==> src/rtl/core/svm_div.sv <==
// Radix-2 restoring signed divider, one quotient bit per cycle.
`timescale 1ns / 1ps
`default_nettype none
module svm_div (
  input  wire logic        clk,
  input  wire logic        rst_n,
  input  wire logic        start,
  input  wire logic [31:0] dividend,
  input  wire logic [31:0] divisor,
  output logic             done,
  output logic [31:0]      quot,
  output logic [31:0]      rem
);
  logic        busy_r;
  logic [5:0]  cnt_r;
  logic [31:0] q_r, r_r, d_r;
  logic        qneg_r, rneg_r, zero_r;
  logic [32:0] trial;
  logic [31:0] r_sh;

  assign r_sh  = {r_r[30:0], q_r[31]};
  assign trial = {1'b0, r_sh} - {1'b0, d_r};

  always_ff @(posedge clk) begin
    if (!rst_n) begin
      busy_r <= 1'b0;
      done   <= 1'b0;
    end else begin
      done <= 1'b0;
      if (start) begin
        busy_r <= 1'b1;
        cnt_r  <= 6'd0;
        q_r    <= dividend[31] ? 32'd0 - dividend : dividend;
        d_r    <= divisor[31] ? 32'd0 - divisor : divisor;
        r_r    <= 32'd0;
        qneg_r <= dividend[31] ^ divisor[31];
        rneg_r <= dividend[31];
        zero_r <= (divisor == 32'd0);
      end else if (busy_r) begin
        if (!trial[32]) r_r <= trial[31:0];
        else r_r <= r_sh;
        q_r <= {q_r[30:0], ~trial[32]};
        cnt_r <= cnt_r + 6'd1;
        if (cnt_r == 6'd31) begin
          busy_r <= 1'b0;
          done   <= 1'b1;
        end
      end
    end
  end

  always_comb begin
    quot = zero_r ? 32'd0 : (qneg_r ? 32'd0 - q_r : q_r);
    rem  = zero_r ? 32'd0 : (rneg_r ? 32'd0 - r_r : r_r);
  end
endmodule
`default_nettype wire

==> config.mk <==
export PLATFORM = sky130hd
export DESIGN_NAME = svm_div
export DESIGN_NICKNAME = d
export VERILOG_FILES = /design/src/rtl/core/svm_div.sv
export SDC_FILE = /design/constraint.sdc
export NUM_CORES = 1
export LEC_CHECK = 0
export ABC_AREA = 1
export BUFFER_PORTS_ARGS = -buffer_cell sky130_fd_sc_hd__buf_2
export CORE_AREA = 5 5 245 176
export DETAILED_ROUTE_END_ITERATION = 8
export DIE_AREA = 0 0 250 181
export GPL_TIMING_DRIVEN = 0
export PLACE_DENSITY = 0.48
export REMOVE_ABC_BUFFERS = 1
export SETUP_SLACK_MARGIN = 0.05
export SLEW_MARGIN = 20
export SYNTH_ARGS = -nofsm -noshare
export SYNTH_HDL_FRONTEND = slang
export SYNTH_SLANG_ARGS = --single-unit
==> constraint.sdc <==
create_clock -name clk -period 4.05 [get_ports clk]
set_clock_uncertainty 0.1 [all_clocks]
set_input_delay 0.6075 -clock clk [delete_from_list [all_inputs] [get_ports clk]]
set_output_delay 0.6075 -clock clk [all_outputs]
set_load 0.1 [all_outputs]
==> impl_metrics.py, run 1 <==
metrics = {
    "status": {
        "status": "completed",
    },
    "cts": {
        "cts_root_buf": "clkbuf_16",
        "cts_sinks": 107,
        "cts_buffer_depth": 2,
        "clk_latency_ns": 0.37,
        "cts_setup_buffers": 0,
        "cts_resized": 0,
        "cts_max_level": 3,
        "clk_pin_slew_ns": 0.08,
        "numCtsBuffers": 9,
        "ctsHoldBuffers": 0,
        "cts_tree": "yes",
    },
    "setup_path": {
        "crit_type": "reg2out",
        "crit_buf_inv": 2,
        "path_delay_family": "buffers and inverters",
        "cp-start-kind": "flip-flop",
        "worstPathRequired_ns": 3.34,
        "crit_chain": "inv_1 > nor2_1 > o21ai_0 > a21oi_1 > buf_2",
        "cp_max_fo": 29,
        "max_stage_delay_ns": 0.98,
        "crit_arrival_ns": 2.91,
        "endpoint_kind": "primary output",
        "cpMaxStageDelayCell": "edfxtp_1",
    },
    "drt": {
        "drtPass1Iterations": 8,
        "drt-initial-drc-count": 854,
        "final_antenna_net_count": 0,
        "wire_per_inst_um": 15.4,
        "vias_per_cell": 4.59,
        "wl_um": 36900,
        "post-route-drc-count": 0,
        "via_count": 11000,
    },
    "sta": {
        "timing.fmax_ghz": 0.277,
        "min_period_over_period_pct": 89.2,
        "hold_ws_ns": 0.376,
        "worstMarginPinSlew_ns": 1.01,
        "grt_setup_unrepaired": "no",
        "final.setup.tns_ns": 0,
        "relSlewSlack_pct": 32.7,
        "timing.final.ws_setup_ns": 0.435,
        "finalSetupViolCount": 0,
        "hold_violations": 0,
        "post-route-min-period_ns": 3.61,
        "drv_slew": 0,
    },
    "floorplanning": {
        "rows": 62,
        "die_h_um": 181,
        "die_width_um": 250,
        "io_pins": 132,
        "start_util_pct": 26.6,
        "core_mm2": 0.0404,
        "die-area_mm2": 0.0453,
    },
    "global_route": {
        "grt-ovfl-total": 0,
        "grt_max_degree": 47,
        "grt_pass1_vias": 10000,
        "grtUsageTotal_pct": 15.8,
        "grt_pass1_wl_um": 56900,
        "antenna_found_initial": 0,
    },
    "yosys": {
        "syn_inst": 1744,
        "yosysTopAreaCell": "edfxtp_1",
        "syn_area_mm2": 0.0108,
        "ys_ff_latch": 107,
        "synth.most_common_cell": "nand2_1",
        "synthFlopType": "edfxtp_1",
        "yosysUniqueCellTypes": 44,
        "synthTopCellsByArea": "edfxtp_1 (29%), nand2_1 (20%), inv_1 (9.6%)",
        "synth_common_cells": "nand2_1 (580), inv_1 (276), nor2_1 (218)",
        "yosys_warnings": 0,
        "avgSynthCellArea_um2": 6.17,
        "synth_edf_count": 105,
        "async_reset_ff_share_pct": 0,
        "synth_top_area_share_pct": 29.3,
        "seq_area_frac_synth_pct": 29.7,
    },
    "layout": {
        "insertedDiodeCount": 0,
        "n_fill_cell": 4505,
        "area_delta_synth_final_pct": 13.8,
        "ff_latch_area_mm2": 0.00319,
        "drive_above_1_share_pct": 10.4,
        "multi_input_area_mm2": 0.00631,
        "nets": 1955,
    },
    "power_and_ir_drop": {
        "leakage_uw": 0.00619,
        "p_per_area_mw_per_mm2": 336,
        "irDropWorstVdd_uv": 221,
    },
    "place": {
        "dp_hpwl_um": 30300,
        "port_buffers": 131,
        "place_congestion": 0.884,
        "pre_cts_slack_ns": 0.444,
    },
    "worst_hold_path": {
        "hold_class": "in2reg",
    },
    "flow_run": {
        "cap_violations": 0,
    },
}
final cells by class:
class,count,area share [%]
clock buffer,10,1.87
clock inverter,6,0.399
inverter,284,8.71
multi-input combinational,1314,51.6
sequential,107,26.1
tap,544,5.56
timing repair buffer,134,5.82
cell usage in the layout, fill, tap and decap left out, types with 37 or more instances in the layout:
master / n
buf_2: 131
nor2_1: 218
nand3_1: 130
nand2_1: 579
o21ai_0: 77
edfxtp_1: 105
a21oi_1: 69
inv_1: 273
nor3_1: 40
ha_1: 37
xor2_1: 48
stage by stage:
step	cells	total power, µW	instance area [µm²]	util [%]
3_3_place_gp	2380	3230	11900	29.4
6_report	2399	4110	12200	30.3
4_1_cts	2398	4140	12200	30.3
3_5_place_dp	2382	3240	12000	29.6
2_1_floorplan	1705	2750	10600	-
5_1_grt	2399	4400	12200	30.3
routing by layer:
metal  vias to the layer above  share of wire, %  global-route usage [%]
met5                         -                 0                       0
met4                         0              0.97                    2.51
met3                        24               6.1                    2.36
met2                       285                39                    22.1
met1                      4965                54                    25.6
li1                       5737                 -                       -
worst paths after layout:
| path | startpoint | endpoint | slack (ns) | cells after the start |
|---|---|---|---|---|
| worst min-delay path | divisor[0] | d_r[0] | 0.38 | 1 |
| worst max-delay path | rneg_r | rem[9] | 0.44 | 5 |
| worst max register to register | q_r[31] | r_r[17] | 0.72 | 14 |
| worst min register to register | cnt_r[5] | done | 0.42 | 1 |
sequential cells by signal, indices dropped and copies added, names as in the netlist:
register  count
busy_r        1
cnt_r         6
d_r          32
done          1
q_r          32
qneg_r        1
r_r          32
rneg_r        1
zero_r        1
cells by family after synthesis:
| group | after synthesis | share of synthesized area, % |
|---|---|---|
| simple gates | 1053 | 41.2 |
| buf+inv | 323 | 11.7 |
| compound gates | 163 | 8.04 |
| flops | 107 | 29.7 |
| xor+xnor | 60 | 4.88 |
| fa+ha+maj | 38 | 4.49 |
power breakdown:
group	leakage, µW	total [µW]	internal (µW)	switching [µW]
registers	0.00103	1510	1370	148
clock network	0.000133	884	426	457
logic	0.00503	1720	465	1250
No activity file was read; power rests on OpenSTA's default activity.
==> run 2: changes to the inputs <==
- ABC_AREA: 1 -> default
- CORE_AREA: 5 5 245 176 -> 5 5 225 161
- DIE_AREA: 0 0 250 181 -> 0 0 230 166
- PLACE_DENSITY: 0.48 -> 0.49
==> run 2 against run 1 <==
Against the previous run:
- hold slack worse by 0.022 ns
- maximum frequency is 6.5% lower
- design area is 13% lower
- clock power is 11% higher
- wire length is 31% lower
==> impl_metrics.py, run 2 <==
metrics = {
    "status": {
        "status": "completed",
    },
    "power_and_ir_drop": {
        "p_sw_uw": 1460,
        "pwr-share-comb_pct": 36.1,
        "irDropWorstVdd_uv": 169,
        "p_seq_share_pct": 38.0,
        "leakage_uw": 0.00425,
        "p_clk_share_pct": 25.9,
        "internal-power_uw": 2350,
        "sw_frac_of_total_pct": 38.4,
        "power_uw": 3810,
        "p_per_area_mw_per_mm2": 356,
    },
    "yosys": {
        "synth_top_family_by_area": "simple AND/OR/NAND/NOR gates",
        "ys_ff_latch": 107,
        "synth_simple_gate_area_share_pct": 21.2,
        "synth.most_common_cell": "nor2_1",
        "synthTopCellsByArea": "edfxtp_1 (35%), xor2_1 (8.9%), nor2_1 (6.1%)",
        "avgSynthCellArea_um2": 8.78,
        "seq_area_frac_synth_pct": 35.4,
        "synthFlopType": "edfxtp_1",
        "synth_compound_area_share_pct": 17.8,
        "synth_mux_area_share_pct": 2.40,
        "yosysUniqueCellTypes": 75,
        "synth_xor_area_share_pct": 13.7,
        "synth_edf_count": 105,
        "yosys_warnings": 0,
        "synth_top_area_share_pct": 35.0,
        "synthAdderAreaFrac_pct": 5.36,
        "async_reset_ff_share_pct": 0,
        "yosysTopAreaCell": "edfxtp_1",
        "syn_inst": 1027,
        "syn_area_mm2": 0.00902,
        "synth_common_cells": "nor2_1 (146), edfxtp_1 (105), xor2_1 (92)",
    },
    "floorplanning": {
        "rows": 57,
        "die-area_mm2": 0.0382,
        "die_h_um": 166,
        "io_pins": 132,
        "start_util_pct": 26.5,
        "core_mm2": 0.0341,
        "die_width_um": 230,
    },
    "global_route": {
        "grt_max_degree": 61,
        "grt-ovfl-total": 0,
        "antenna_found_initial": 1,
        "grt_pass1_wl_um": 40000,
        "grt_pass1_vias": 7181,
        "grtUsageTotal_pct": 12.9,
    },
    "setup_path": {
        "cp_max_fo": 5,
        "crit_type": "reg2out",
        "cp-start-kind": "flip-flop",
        "endpoint_kind": "primary output",
        "rrSetupSlack_ns": 0.39,
        "reg2reg_depth": 11,
        "worstPathRequired_ns": 3.34,
        "crit_arrival_ns": 3.16,
    },
    "layout": {
        "final_cell_mix": "nor2_1 (146), buf_2 (116), edfxtp_1 (105)",
        "stdcell_count": 1581,
        "drive_above_1_share_pct": 17.7,
        "nets": 1240,
        "area_delta_synth_final_pct": 18.5,
        "largestRegisters": "d_r (32), q_r (32), r_r (32)",
        "fin_area_mm2": 0.0107,
        "insertedDiodeCount": 0,
        "final_common_cell": "nor2_1",
    },
    "worst_hold_path": {
        "hold_class": "reg2reg",
        "worstHoldPathCells": 2,
    },
    "cts": {
        "clk_pin_slew_ns": 0.08,
        "ctsHoldBuffers": 0,
        "cts_tree": "yes",
        "cts_max_level": 3,
        "cts_sinks": 107,
        "clk_latency_ns": 0.36,
        "cts_buffer_depth": 2,
        "numCtsBuffers": 9,
        "cts_root_buf": "clkbuf_16",
    },
    "drt": {
        "drtPass1Iterations": 5,
        "vias_per_cell": 4.89,
        "via_count": 7735,
        "wl_um": 25300,
        "final_antenna_net_count": 0,
        "drt-initial-drc-count": 658,
        "post-route-drc-count": 0,
        "wire_per_inst_um": 16.0,
    },
    "sta": {
        "drv_slew": 0,
        "timing.fmax_ghz": 0.259,
        "min_period_over_period_pct": 95.4,
        "finalSetupViolCount": 0,
        "post-route-min-period_ns": 3.87,
        "worstMarginPinSlew_ns": 1.06,
        "relSlewSlack_pct": 29.1,
        "grt_setup_unrepaired": "yes",
        "timing.final.ws_setup_ns": 0.185,
        "hold_violations": 0,
    },
    "place": {
        "place_area_mm2": 0.0102,
        "dp_hpwl_um": 20000,
        "place_congestion": 0.866,
        "pre_cts_slack_ns": 0.345,
        "placed_cells": 1561,
        "port_buffers": 131,
    },
    "flow_run": {
        "cap_violations": 0,
    },
}
==> run 2: final timing paths <==
check / start / end
worst max register to register: r_r[28] / r_r[8]
worst max-delay path: r_r[6] / rem[28]
worst min-delay path: busy_r / done
worst min register to register: busy_r / done
==> run 2: power by group through the flow <==
stage / sequential (µW) / clock [µW] / combinational (µW)
floorplan: 1440 / 0 / 1010
global placement: 1480 / 0 / 1320
detailed placement: 1470 / 0 / 1350
CTS: 1450 / 1020 / 1360
global route: 1460 / 1070 / 1500
finish: 1450 / 984 / 1370
==> run 2: metrics by stage <==
step | hold WS [ns] | util (%) | setup TNS (ns)
after floorplan | 0.316 | - | -5.27
after global placement | 0.327 | 29.4 | -134.02
after detailed placement | 0.348 | 30.0 | 0
after CTS | 0.353 | 31.0 | 0
after global routing | 0.358 | 31.3 | -0.0281
final | 0.354 | 31.3 | 0
==> run 2: cells by family (layout without fill, tap and decap cells) <==
family,after synthesis,after routing
AOI/OAI and AO/OA,243,243
and+or+nand+nor,382,382
adders and majority gates,38,38
muxes,21,21
xor gates and xnor gates,141,141
DFF,107,107
buffers and inverters,95,207
==> run 2: routing by layer <==
metal	global-route usage, %	vias up	part of all wire (%)	wire length [µm]
li1	-	3946	-	-
met1	19.8	3584	53	13300
met2	18.2	179	41	10300
met3	2.94	24	5.0	1280
met4	3.22	2	1.6	396
met5	0	-	0.043	11
==> run 2: final cells by class <==
class,count,area (µm²)
clock inverter,6,98.8
sequential,107,3190
multi-input combinational,825,5520
tap,442,553
fill,3580,23400
timing repair buffer,145,920
clock buffer,9,225
inverter,47,176
==> run 2: critical path, stage by stage (launching register included) <==
cell      delay [ns]
edfxtp_1        0.46
or4_4           0.61
nor4_4          0.19
nand3b_1        0.17
or3_4           0.43
nand2b_4        0.18
o31ai_2         0.29
xor2_1          0.10
nor2_1          0.13
buf_6           0.24
==> run 2: repair_timing <==
item | CTS | global route
endpoints found under the hold margin | 0 | 0
buffers inserted | 0 | 5
gates resized for setup | 9 | 24
endpoints found under the setup margin | 15 | 17
==> run 3: changes to the inputs <==
- CORE_AREA: 5 5 225 161 -> 5 5 156 232
- DIE_AREA: 0 0 230 166 -> 0 0 161 237
- PLACE_DENSITY: 0.49 -> 0.48
==> run 3 against run 2 <==
Against the previous run:
- setup slack improved by 0.029 ns
- wire length fell by 0.31%
- first-iteration DRC count fell by 52%
- power fell by 2.1%
- sequential cell count did not move
- hold slack got worse by 0.0081 ns
- critical path depth fell by 1
- sequential share of layout area barely moved
- die area barely moved
- core utilization barely moved
- register-to-register slack got worse by 0.08 ns
- largest cell class unchanged
==> impl_metrics.py, run 3 (synthesized netlist as in run 2, its figures left out) <==
metrics = {
    "status": {
        "status": "completed",
    },
    "cts": {
        "cts_tree": "yes",
        "clk_pin_slew_ns": 0.07,
        "numCtsBuffers": 9,
        "cts_sinks": 107,
        "cts_max_level": 3,
        "cts_buffer_depth": 2,
        "clk_latency_ns": 0.38,
        "cts_root_buf": "clkbuf_16",
    },
    "sta": {
        "drv_slew": 0,
        "hold_violations": 0,
        "grt_setup_unrepaired": "yes",
        "min_period_over_period_pct": 94.7,
        "timing.fmax_ghz": 0.261,
        "final.setup.tns_ns": 0,
        "timing.final.ws_setup_ns": 0.214,
        "relSlewSlack_pct": 26.6,
        "worstMarginPinSlew_ns": 1.10,
        "finalSetupViolCount": 0,
        "post-route-min-period_ns": 3.84,
    },
    "layout": {
        "nets": 1247,
        "final_cell_mix": "nor2_1 (145), buf_2 (112), edfxtp_1 (105)",
        "fin_area_mm2": 0.0107,
        "n_fill_cell": 3658,
        "final_common_cell": "nor2_1",
        "largestRegisters": "d_r (32), q_r (32), r_r (32)",
        "drive_above_1_share_pct": 18.4,
        "stdcell_count": 1572,
        "area_delta_synth_final_pct": 18.4,
    },
    "floorplanning": {
        "start_util_pct": 26.5,
        "die_width_um": 161,
        "rows": 83,
        "core_mm2": 0.0341,
        "die-area_mm2": 0.0382,
        "die_h_um": 237,
        "io_pins": 132,
    },
    "global_route": {
        "grt-ovfl-total": 0,
        "grtUsageTotal_pct": 13.2,
        "grt_max_degree": 67,
        "grt_pass1_vias": 7752,
        "antenna_found_initial": 7,
        "grt_pass1_wl_um": 40300,
    },
    "power_and_ir_drop": {
        "p_per_area_mw_per_mm2": 349,
        "leakage_uw": 0.00425,
        "irDropWorstVdd_uv": 219,
    },
    "drt": {
        "wl_um": 25200,
        "drt-initial-drc-count": 318,
        "final_antenna_net_count": 0,
        "drtPass1Iterations": 4,
        "wire_per_inst_um": 16.1,
        "vias_per_cell": 4.90,
        "post-route-drc-count": 0,
        "via_count": 7709,
    },
    "setup_path": {
        "max_stage_delay_ns": 0.50,
        "cpMaxStageDelayCell": "or4_4",
        "endpoint_kind": "primary output",
        "cp-start-kind": "flip-flop",
        "crit_buf_inv": 1,
        "worstPathRequired_ns": 3.34,
        "cp_max_fo": 5,
        "crit_arrival_ns": 3.13,
        "crit_chain": "or3_1 > nor3_2 > nand4_1 > or4_4 > o41ai_2 > xor2_1 > nor2_1 > buf_6",
        "path_delay_family": "simple AND/OR/NAND/NOR gates",
        "crit_type": "reg2out",
    },
    "place": {
        "port_buffers": 131,
        "placed_cells": 1543,
        "dp_hpwl_um": 20300,
        "place_area_mm2": 0.0102,
        "place_congestion": 0.875,
        "pre_cts_slack_ns": 0.0803,
    },
    "flow_run": {
        "cap_violations": 0,
    },
    "worst_hold_path": {
        "hold_class": "in2reg",
    },
}
[run 3: cell types whose count changed in the layout (fill, tap and decap cells not counted), moves of 2 or more]
cell	before	now
nor3_2	0	2
buf_4	10	19
buf_2	116	112
clkbuf_4	4	8
clkinv_4	0	2
[run 3: repair_timing]
item,in CTS,in global routing
setup endpoints to repair,19,37
resized for setup,12,22
buffers inserted,3,9
hold buffers,0,0
pin swaps,0,1
[run 3: final cells by class]
cell class              count  area [µm²]  area share, %
diodes                      1        2.50         0.0234
clock buffers               9         225           2.11
clock inverters             6        66.3          0.621
inverters                  47         176           1.65
multi-input cells         825        5520           51.7
flip-flops and latches    107        3190           29.9
well taps                 425         532           4.98
repair buffers            152         958           8.98
[run 3: metrics by stage]
step	total power, µW	utilization, %	hold slack [ns]
6_report	3730	31.3	0.346
3_5_place_dp	2800	29.8	0.338
3_3_place_gp	2780	29.4	0.326
4_1_cts	3750	30.9	0.321
5_1_grt	3960	31.3	0.335
2_1_floorplan	2450	-	0.316
[run 3: per-layer routing]
| layer | global-route usage, % | up-vias | part of all wire (%) |
|---|---|---|---|
| li1 | - | 3948 | - |
| met1 | 13.2 | 3597 | 37 |
| met2 | 26.4 | 112 | 57 |
| met3 | 2.65 | 40 | 3.3 |
| met4 | 5.12 | 12 | 2.4 |
| met5 | 0 | - | 0.29 |
[run 3: path summary, 6_finish.rpt]
| check | slack (ns) | endpoint | cells after the start | start |
|---|---|---|---|---|
| setup / recovery | 0.21 | quot[29] | 8 | q_r[9] |
| hold / removal | 0.35 | d_r[0] | 1 | divisor[0] |
| setup reg to reg | 0.31 | r_r[2] | 11 | r_r[8] |
| hold reg to reg | 0.36 | done | 2 | busy_r |
[run 3: report_power, final]
group | total, µW | switching (µW) | internal, µW
Combinational | 1370 | 895 | 470
Sequential | 1430 | 97.9 | 1340
Clock | 930 | 451 | 479
Total | 3730 | 1440 | 2280
[run 3: worst reg2reg max path: cells and delay by family (launching register included)]
| kind | cells | cell delay, ns |
|---|---|---|
| buffers and inverters | 2 | 0.50 |
| DFF | 1 | 0.52 |
| AOI/OAI and AO/OA | 5 | 1.50 |
| and+or+nand+nor | 3 | 0.41 |
| adders and majority gates | 1 | 0.45 |
